`src/hw/rtl/bknl_pkg.sv`:
```
// Shared types, constants and helpers for the bounded k-nearest list.
`timescale 1ns / 1ps
`default_nettype none

package bknl_pkg;

  // List depth and id range
  localparam int MAX_KEEP = 16;
  localparam int ID_SPACE = 65536;

  // Field widths
  localparam int ID_W    = 16;
  localparam int DIST_W  = 32;
  localparam int KEEP_W  = 5;
  localparam int RANK_W  = 4;
  localparam int TOTAL_W = 5;
  localparam int FILL_W  = $clog2(MAX_KEEP + 1);

  // Keep count after reset
  localparam logic [KEEP_W-1:0] KEEP_RESET = KEEP_W'(8);

  // Command codes
  localparam logic CMD_OFFER  = 1'b0;
  localparam logic CMD_FINISH = 1'b1;

  // One list entry
  typedef struct packed {
    logic [ID_W-1:0]   id;
    logic [DIST_W-1:0] distance;
  } entry_t;

  // What every cell does in a cycle
  typedef enum logic [1:0] {
    CELL_HOLD,
    CELL_INSERT,
    CELL_SHIFT
  } cell_mode_t;

  // Control broadcast along the chain
  typedef struct packed {
    cell_mode_t mode;
    entry_t     cand;
  } cell_ctrl_t;

  // True when a is ranked ahead of b: lower distance, then lower id
  function automatic logic beats(input entry_t a, input entry_t b);
    logic res;
    if (a.distance != b.distance) begin
      res = a.distance < b.distance;
    end else begin
      res = a.id < b.id;
    end
    return res;
  endfunction

endpackage

`default_nettype wire

```
`src/hw/rtl/bknl_ifs.sv`:
```
// Valid/ready channel interfaces for offer/finish requests and readout results.
`timescale 1ns / 1ps
`default_nettype none

interface bknl_req_if;
  logic                      valid;
  logic                      ready;
  logic                      cmd;
  logic [bknl_pkg::ID_W-1:0]   query_id;
  logic [bknl_pkg::ID_W-1:0]   candidate_id;
  logic [bknl_pkg::DIST_W-1:0] candidate_distance;
  logic                      candidate_live;

  modport source (
    output valid, cmd, query_id, candidate_id, candidate_distance, candidate_live,
    input  ready
  );
  modport sink (
    input  valid, cmd, query_id, candidate_id, candidate_distance, candidate_live,
    output ready
  );
endinterface

interface bknl_rsp_if;
  logic                         valid;
  logic                         ready;
  logic [bknl_pkg::ID_W-1:0]    near_id;
  logic [bknl_pkg::RANK_W-1:0]  rank;
  logic                         found;
  logic [bknl_pkg::TOTAL_W-1:0] kept_total;
  logic                         last;

  modport source (
    output valid, near_id, rank, found, kept_total, last,
    input  ready
  );
  modport sink (
    input  valid, near_id, rank, found, kept_total, last,
    output ready
  );
endinterface

`default_nettype wire

```
`src/hw/rtl/bknl_cell.sv`:
```
// One rank cell of the sorted chain: compare, insert, shift right or drain left.
`timescale 1ns / 1ps
`default_nettype none

module bknl_cell (
  input  wire                   clk,
  input  bknl_pkg::cell_ctrl_t  ctrl,
  input  wire                   occupied,
  input  wire                   beat_left,
  input  bknl_pkg::entry_t      left,
  input  bknl_pkg::entry_t      right,
  output bknl_pkg::entry_t      entry,
  output logic                  beat
);

  // Candidate goes at or before this rank when the slot is empty or it wins
  always_comb begin
    beat = !occupied || bknl_pkg::beats(ctrl.cand, entry);
  end

  // Take the left neighbor when the insert point lies to the left,
  // take the candidate at the insert point, drain toward rank 0 on readout
  always_ff @(posedge clk) begin
    unique case (ctrl.mode)
      bknl_pkg::CELL_INSERT: begin
        if (beat_left) begin
          entry <= left;
        end else if (beat) begin
          entry <= ctrl.cand;
        end
      end
      bknl_pkg::CELL_SHIFT: begin
        entry <= right;
      end
      default: begin
        entry <= entry;
      end
    endcase
  end

endmodule

`default_nettype wire

```
`src/hw/rtl/bounded_k_nearest_list.sv`:
```
// Top level of the bounded k-nearest list: cell chain, fill count and readout.
//
// Usage:
//   req carries offers (cmd 0) and finishes (cmd 1) with valid/ready; a
//   transaction is taken when both are high. rsp carries readout results the
//   same way. cfg_we/cfg_data write keep_count; the user must do so only while
//   idle, which the block does not enforce. Every cell compares an offer's
//   candidate against its entry in parallel and the chain opens a slot in the
//   same edge, so offers can stream at one per cycle while req.ready is high.
//   An offer gives no result. A finish starts a readout that drains the chain
//   toward rank 0, one result per cycle, max(1, fill) results in all; the
//   first result is loaded into the output register once the finish has set
//   busy. req.ready is low during the readout and rises at the edge that loads
//   the last result. If rsp.ready is low the output register holds its
//   result and the drain pauses; nothing is lost or repeated.
//   Reset (rst, synchronous) empties the list, ends any readout, drops a
//   pending result and sets keep_count to 8. The entries themselves are not
//   cleared: only ranks below the fill count are ever read.
`timescale 1ns / 1ps
`default_nettype none

module bounded_k_nearest_list (
  input  wire                                clk,
  input  wire                                rst,
  input  wire                                cfg_we,
  input  wire [bknl_pkg::KEEP_W-1:0]         cfg_data,
  bknl_req_if.sink                           req,
  bknl_rsp_if.source                         rsp
);

  localparam int N      = bknl_pkg::MAX_KEEP;
  localparam int FILL_W = bknl_pkg::FILL_W;

  logic [bknl_pkg::KEEP_W-1:0] keep_count;
  logic [FILL_W-1:0]           keep_sat;
  logic [FILL_W-1:0]           fill;
  logic [FILL_W-1:0]           fill_next;
  logic [FILL_W-1:0]           total;
  logic [FILL_W-1:0]           cnt;
  logic                        busy;

  bknl_pkg::entry_t     cell_q    [N];
  bknl_pkg::entry_t     left_e    [N];
  bknl_pkg::entry_t     right_e   [N];
  logic [N-1:0]         beat;
  logic [N-1:0]         left_beat;
  logic [N-1:0]         occ;
  bknl_pkg::cell_ctrl_t ctrl;

  logic accept;
  logic offer_ok;
  logic has_room;
  logic hit;
  logic do_insert;
  logic load;
  logic load_last;

  logic                          rsp_valid;
  logic [bknl_pkg::ID_W-1:0]     rsp_id;
  logic [bknl_pkg::RANK_W-1:0]   rsp_rank;
  logic                          rsp_found;
  logic [bknl_pkg::TOTAL_W-1:0]  rsp_total;
  logic                          rsp_last;

  // Configuration register
  always_ff @(posedge clk) begin
    if (rst) begin
      keep_count <= bknl_pkg::KEEP_RESET;
    end else if (cfg_we) begin
      keep_count <= cfg_data;
    end
  end

  // Saturate keep count to the chain length
  always_comb begin
    if (32'(keep_count) > 32'(N)) begin
      keep_sat = FILL_W'(N);
    end else begin
      keep_sat = FILL_W'(keep_count);
    end
  end

  // Mark ranks that hold an entry
  for (genvar i = 0; i < N; i++) begin : g_occ
    assign occ[i] = FILL_W'(i) < fill;
  end

  // Wire the chain neighbors
  for (genvar i = 0; i < N; i++) begin : g_chain
    if (i == 0) begin : g_head
      assign left_e[i]    = cell_q[i];
      assign left_beat[i] = 1'b0;
    end else begin : g_body
      assign left_e[i]    = cell_q[i-1];
      assign left_beat[i] = beat[i-1];
    end
    if (i == N - 1) begin : g_tail
      assign right_e[i] = cell_q[i];
    end else begin : g_inner
      assign right_e[i] = cell_q[i+1];
    end

    bknl_cell u_cell (
      .clk       (clk),
      .ctrl      (ctrl),
      .occupied  (occ[i]),
      .beat_left (left_beat[i]),
      .left      (left_e[i]),
      .right     (right_e[i]),
      .entry     (cell_q[i]),
      .beat      (beat[i])
    );
  end

  // Decide whether an offer enters the list
  always_comb begin
    accept   = req.valid && req.ready;
    offer_ok = req.candidate_live
            && (req.candidate_id != req.query_id)
            && (32'(req.candidate_id) < 32'(bknl_pkg::ID_SPACE))
            && (keep_sat != '0);
    has_room  = fill < keep_sat;
    hit       = |(beat & occ);
    do_insert = accept && (req.cmd == bknl_pkg::CMD_OFFER) && offer_ok
             && (has_room || hit);
  end

  // Readout steps whenever the output register is free
  always_comb begin
    load      = busy && (!rsp_valid || rsp.ready);
    load_last = (total == '0) || (cnt + FILL_W'(1) == total);
  end

  // Drive the chain
  always_comb begin
    ctrl.cand.id       = req.candidate_id;
    ctrl.cand.distance = req.candidate_distance;
    if (do_insert) begin
      ctrl.mode = bknl_pkg::CELL_INSERT;
    end else if (load) begin
      ctrl.mode = bknl_pkg::CELL_SHIFT;
    end else begin
      ctrl.mode = bknl_pkg::CELL_HOLD;
    end
  end

  // Advance the fill count
  always_comb begin
    priority if (do_insert && has_room) begin
      fill_next = fill + FILL_W'(1);
    end else if (load && load_last) begin
      fill_next = '0;
    end else begin
      fill_next = fill;
    end
  end

  // Fill count and readout control
  always_ff @(posedge clk) begin
    if (rst) begin
      fill  <= '0;
      busy  <= 1'b0;
      total <= '0;
      cnt   <= '0;
    end else begin
      fill <= fill_next;
      if (accept && (req.cmd == bknl_pkg::CMD_FINISH)) begin
        busy  <= 1'b1;
        total <= fill;
        cnt   <= '0;
      end else if (load) begin
        cnt <= cnt + FILL_W'(1);
        if (load_last) begin
          busy <= 1'b0;
        end
      end
    end
  end

  // Output register valid
  always_ff @(posedge clk) begin
    if (rst) begin
      rsp_valid <= 1'b0;
    end else if (load) begin
      rsp_valid <= 1'b1;
    end else if (rsp.ready) begin
      rsp_valid <= 1'b0;
    end
  end

  // Output register payload
  always_ff @(posedge clk) begin
    if (load) begin
      rsp_found <= total != '0;
      rsp_id    <= (total != '0) ? cell_q[0].id : '0;
      rsp_rank  <= bknl_pkg::RANK_W'(cnt);
      rsp_total <= bknl_pkg::TOTAL_W'(total);
      rsp_last  <= load_last;
    end
  end

  assign req.ready       = !busy;
  assign rsp.valid       = rsp_valid;
  assign rsp.near_id     = rsp_id;
  assign rsp.rank        = rsp_rank;
  assign rsp.found       = rsp_found;
  assign rsp.kept_total  = rsp_total;
  assign rsp.last        = rsp_last;

`ifndef SYNTHESIS
  // Fill never runs past the chain length
  a_fill_bound: assert property (@(posedge clk) disable iff (rst)
    32'(fill) <= 32'(N))
    else $error("fill count exceeds chain length");

  // Fill grows by at most one per cycle, or clears at the end of a readout
  a_fill_step: assert property (@(posedge clk) disable iff (rst)
    1'b1 |=> (fill == $past(fill)) || (fill == $past(fill) + FILL_W'(1)) || (fill == '0))
    else $error("fill count jumped");

  // The list is empty once the last result of a readout is loaded
  a_drain_clears: assert property (@(posedge clk) disable iff (rst)
    (load && load_last) |=> (fill == '0) && !busy)
    else $error("list not cleared after readout");

  // A result that carries a neighbor has a rank inside the readout
  a_rank_range: assert property (@(posedge clk) disable iff (rst)
    (rsp.valid && rsp.found) |-> (32'(rsp.rank) < 32'(rsp.kept_total)))
    else $error("rank outside readout");
`endif

endmodule

`default_nettype wire
```
`src/flat_wrapper.sv`:
```
// flat-port wrapper written by rule: the top's interface ports become plain ports
module bounded_k_nearest_list_flat 
  (clk, rst, cfg_we, cfg_data, req_valid, req_cmd, req_query_id, req_candidate_id, req_candidate_distance, req_candidate_live, req_ready, rsp_valid, rsp_near_id, rsp_rank, rsp_found, rsp_kept_total, rsp_last, rsp_ready);
  bknl_req_if req_i ();
  bknl_rsp_if rsp_i ();
  input  wire clk;
  input  wire rst;
  input  wire cfg_we;
  input  wire [bknl_pkg::KEEP_W-1:0] cfg_data;
  input wire logic [$bits(req_i.valid)-1:0] req_valid;
  input wire logic [$bits(req_i.cmd)-1:0] req_cmd;
  input wire logic [$bits(req_i.query_id)-1:0] req_query_id;
  input wire logic [$bits(req_i.candidate_id)-1:0] req_candidate_id;
  input wire logic [$bits(req_i.candidate_distance)-1:0] req_candidate_distance;
  input wire logic [$bits(req_i.candidate_live)-1:0] req_candidate_live;
  output wire logic [$bits(req_i.ready)-1:0] req_ready;
  output wire logic [$bits(rsp_i.valid)-1:0] rsp_valid;
  output wire logic [$bits(rsp_i.near_id)-1:0] rsp_near_id;
  output wire logic [$bits(rsp_i.rank)-1:0] rsp_rank;
  output wire logic [$bits(rsp_i.found)-1:0] rsp_found;
  output wire logic [$bits(rsp_i.kept_total)-1:0] rsp_kept_total;
  output wire logic [$bits(rsp_i.last)-1:0] rsp_last;
  input wire logic [$bits(rsp_i.ready)-1:0] rsp_ready;
  assign req_i.valid = req_valid;
  assign req_i.cmd = req_cmd;
  assign req_i.query_id = req_query_id;
  assign req_i.candidate_id = req_candidate_id;
  assign req_i.candidate_distance = req_candidate_distance;
  assign req_i.candidate_live = req_candidate_live;
  assign req_ready = req_i.ready;
  assign rsp_valid = rsp_i.valid;
  assign rsp_near_id = rsp_i.near_id;
  assign rsp_rank = rsp_i.rank;
  assign rsp_found = rsp_i.found;
  assign rsp_kept_total = rsp_i.kept_total;
  assign rsp_last = rsp_i.last;
  assign rsp_i.ready = rsp_ready;
  bounded_k_nearest_list u_core (.clk(clk), .rst(rst), .cfg_we(cfg_we), .cfg_data(cfg_data), .req(req_i), .rsp(rsp_i));
endmodule
```
`config.mk`:
```
export PLATFORM = sky130hd
export DESIGN_NAME = bounded_k_nearest_list_flat
export DESIGN_NICKNAME = d
export VERILOG_FILES = /design/src/hw/rtl/bknl_pkg.sv /design/src/hw/rtl/bknl_ifs.sv /design/src/hw/rtl/bknl_cell.sv /design/src/hw/rtl/bounded_k_nearest_list.sv /design/src/flat_wrapper.sv
export SDC_FILE = /design/constraint.sdc
export NUM_CORES = 2
export LEC_CHECK = 0
export BUFFER_PORTS_ARGS = -buffer_cell sky130_fd_sc_hd__buf_2
export CAP_MARGIN = 20
export CORE_ASPECT_RATIO = 2
export CORE_MARGIN = 5
export CORE_UTILIZATION = 45
export CTS_BUF_LIST = sky130_fd_sc_hd__clkbuf_8
export CTS_CLUSTER_DIAMETER = 120
export DETAILED_ROUTE_END_ITERATION = 10
export SYNTH_ARGS = -nofsm -noshare
export SYNTH_HDL_FRONTEND = slang
export SYNTH_HIERARCHICAL = 1
export SYNTH_SLANG_ARGS = --single-unit
```
`constraint.sdc`:
```
create_clock -name clk -period 17.1 [get_ports clk]
set_input_delay 1.71 -clock clk [delete_from_list [all_inputs] [get_ports clk]]
set_output_delay 1.71 -clock clk [all_outputs]
set_load 0.02 [all_outputs]
```
==> results by group <==
Power
  – Switching share of total power: 0.311
  – Cell-internal power: around 3700 uW
  – Worst vdd ir: 0.0477 mV
  – Total power: 5390 uW
  – Seq pwr share: 0.483
  – Switch Pwr: about 1700 uW
  – Static Leakage: about 0.033 uW
  – Comb pwr share: 0.201
  – Power Density: around 82 mW/mm^2
  – Clk pwr share: 0.317

Final layout
  – # nets final: slightly above 7000
  – Share of cells above drive strength 1: 0.0797
  – FF+latch area: 0.0243 mm^2
  – Area of the multi-input gates: roughly 0.033 mm^2
  – Fillers: 12900
  – Synthesis-to-finish area growth: 7.21%

Synthesis
  – Post-synthesis sequential area ratio: 0.394
  – Synth area leaders: edfxtp_1 39%, ha_1 15%, mux2i_1 13%, o21ai_0 6.7%, nand2_1 5.6%
  – Count leader, synth: nand2_1
  – Synth top area share: 0.387
  – Asr flop ratio synth: 0
  – Cell count after synthesis: 6322
  – Avg Inst Size Synth: about 9.7 um^2
  – Synth Flop Type: edfxtp_1
  – Cell Area, Synth: 0.0616 mm^2
  – Commonest cells in the netlist: 913 x nand2_1, 821 x o21ai_0, 795 x edfxtp_1
  – Post-synth EDFFs: 795
  – Syn Nets: 7156
  – Synth Register Bits: 817
  – Syn. warnings: 6
  – Number of library cell types mapped by synthesis: 68
  – Synth area leader: edfxtp_1

Detailed routing
  – Routed Antenna Nets: 0
  – Routed length per instance: 21.2 um
  – Via Count: 46100
  – Drc violations: 0
  – Detailed Route Iter0 Violations: 2758
  – Drt pass-1 iters: 5
  – Via/cell ratio: approximately 5.6
  – Total Wirelength: 175000 um

CTS
  – Clk sinks: 817
  – Cts hold-fix bufs: 0
  – Clk root buf: clkbuf_8
  – Skew-Pair Late Insertion Delay: 0.84 ns
  – Setup Buffers After CTS: 0
  – H-tree depth: 4
  – CTS resizes: 0
  – Num CTS Buffers: 141
  – CTS tree: done
  – Clk buf depth: 4
  – CTS clk-pin slew, worst paths: 0.06 ns

Timing
  – Worst Tran Pin Value: 1.51 ns
  – Setup TNS: 0 ns
  – Period utilisation layout: 0.475
  – Final WS setup: 8.98 ns
  – Final Hold Vio Count: 0
  – F_max: 123 MHz
  – RSZ-0062 raised after global routing: no
  – Max Clock Skew: just under 0.07 ns
  – Final Max Slew Viols: 1
  – Worst slew margin: -0.00755
  – Min Tclk post-route: around 8 ns
  – Final setup viols: 0

Worst setup path
  – Kind of critical path: in -> reg
  – CP Data Required Time: 17.55 ns
  – R2R Setup Slk: 9.86 ns
  – Startpoint types: primary input
  – Worst setup EP type: flop
  – CP Data Arrival Time: 8.56 ns
  – Critical-path maximum fanout: 65

Global routing
  – Largest net degree at the start of global routing: 99
  – Initial antenna violation count: 1
  – GRT Overall Usage: 0.232
  – Grt ovf: 0
  – Vias in the first global route: 47500
  – Global-route wire length before repair: around 270000 um

Min path
  – Worst Hold Class: reg -> reg

Placement
  – Post-DP HPWL: around 130000 um
  – Global placer's final weighted congestion: 0.880
  – Count of input and output buffers: 104
  – Place WS: 8.15 ns

Floorplanning
  – Die ar.: 0.145 mm^2
  – Row cnt: 192
  – Die height: 533 um
  – Core area: roughly 0.14 mm^2
  – Die width: 272 um
  – # IOs: 105
  – Starting Density: 0.452

Run status
  – Status: finished, violations left
  – Failing checks: max-slew violations

Flow run
  – Maxcap violations: 0
area by class of cell:
class	count	share of cell area
well taps	1746	0.0331
flip-flops and latches	817	0.368
diodes	2	0.0000757
inverters	776	0.0441
multi-input cells	4444	0.497
clock inverters	87	0.00729
repair buffers	204	0.0200
clock buffers	147	0.0306
layer usage:
metal  up-vias  GRT usage  share of wire
li1      22800          -              -
met1     22000      0.244           0.37
met2       967      0.445           0.53
met3       379     0.0226          0.031
met4         0      0.135          0.067
met5         -          0              0
state kept, by name (all words and copies together) (netlist names):
name,flops
u_core/g_chain.u_cell/entry,768
u_core/rsp.near_id,16
u_core/cnt,5
u_core/fill,5
u_core/keep_count,5
u_core/rsp.kept_total,5
u_core/total,5
u_core/rsp.rank,4
u_core/busy,1
u_core/rsp.found,1
u_core/rsp.last,1
u_core/rsp.valid,1
through the flow:
step                cells  instance area [um^2]   util  hold WS (ns)
floorplan            6322                 61600      -         0.403
global placement     7982                 63500  0.465         0.486
detailed placement   7987                 63600  0.466         0.507
CTS                  8221                 66100  0.484         0.515
global route         8222                 66100  0.484         0.538
finish               8223                 66100  0.484         0.513
power by group through the flow:
stage                     Combinational (uW)  Clock (uW)  Sequential [uW]
final                                   1080        1710             2600
after global routing                    1230        1840             2620
after CTS                               1090        1770             2600
after detailed placement                1080           0             2650
after global placement                  1040           0             2640
after floorplan                          735           0             2580
critical path: stages:
cell	delay (ns)
buf_2	0.09
buf_4	0.27
ha_1	0.40
nand4_1	0.16
nor4_2	0.90
o21ai_1	0.15
o21ai_1	0.17
a211oi_1	0.11
or3b_4	0.77
maj3_1	0.50
o22ai_1	0.13
nand3_1	0.13
a2111oi_2	0.41
a41oi_4	0.17
buf_4	0.27
nor2b_4	0.59
buf_4	0.64
o22a_2	0.27
buf_4	0.58
layout by cell type (no fill, tap or decap), types with 67 or more instances in the layout:
| cell type | synthesis | routed |
|---|---|---|
| a21o_1 | 67 | 67 |
| buf_4 | 0 | 95 |
| nand4_1 | 99 | 99 |
| nand2_1 | 913 | 913 |
| a21oi_1 | 237 | 237 |
| inv_1 | 776 | 818 |
| edfxtp_1 | 795 | 795 |
| nand3_1 | 116 | 116 |
| nor2_1 | 89 | 89 |
| ha_1 | 758 | 758 |
| o21ai_0 | 821 | 821 |
| buf_2 | 67 | 105 |
| mux2i_1 | 776 | 776 |
| clkbuf_8 | 48 | 147 |
cell families (layout without fill, tap and decap cells):
family,count (synthesis),in the layout,synth area share
compound gates,1410,1410,0.131
xor+xnor,26,26,0.00369
fa+ha+maj,760,760,0.154
buf+inv,1061,1214,0.0740
flops,817,817,0.394
mux,776,776,0.126
other cells,1,3,0.0000608
simple gates,1471,1471,0.117
final timing paths:
path,startpoint,end,cells after the start
max,req_candidate_distance[14],u_core/g_chain[1].u_cell/entry[12],19
min,u_core/cnt[1],u_core/cnt[1],2
max reg2reg,u_core/g_chain[3].u_cell/entry[14],u_core/g_chain[1].u_cell/entry[12],18
min reg2reg,u_core/cnt[1],u_core/cnt[1],2
No activity file was read; power rests on OpenSTA's default activity.
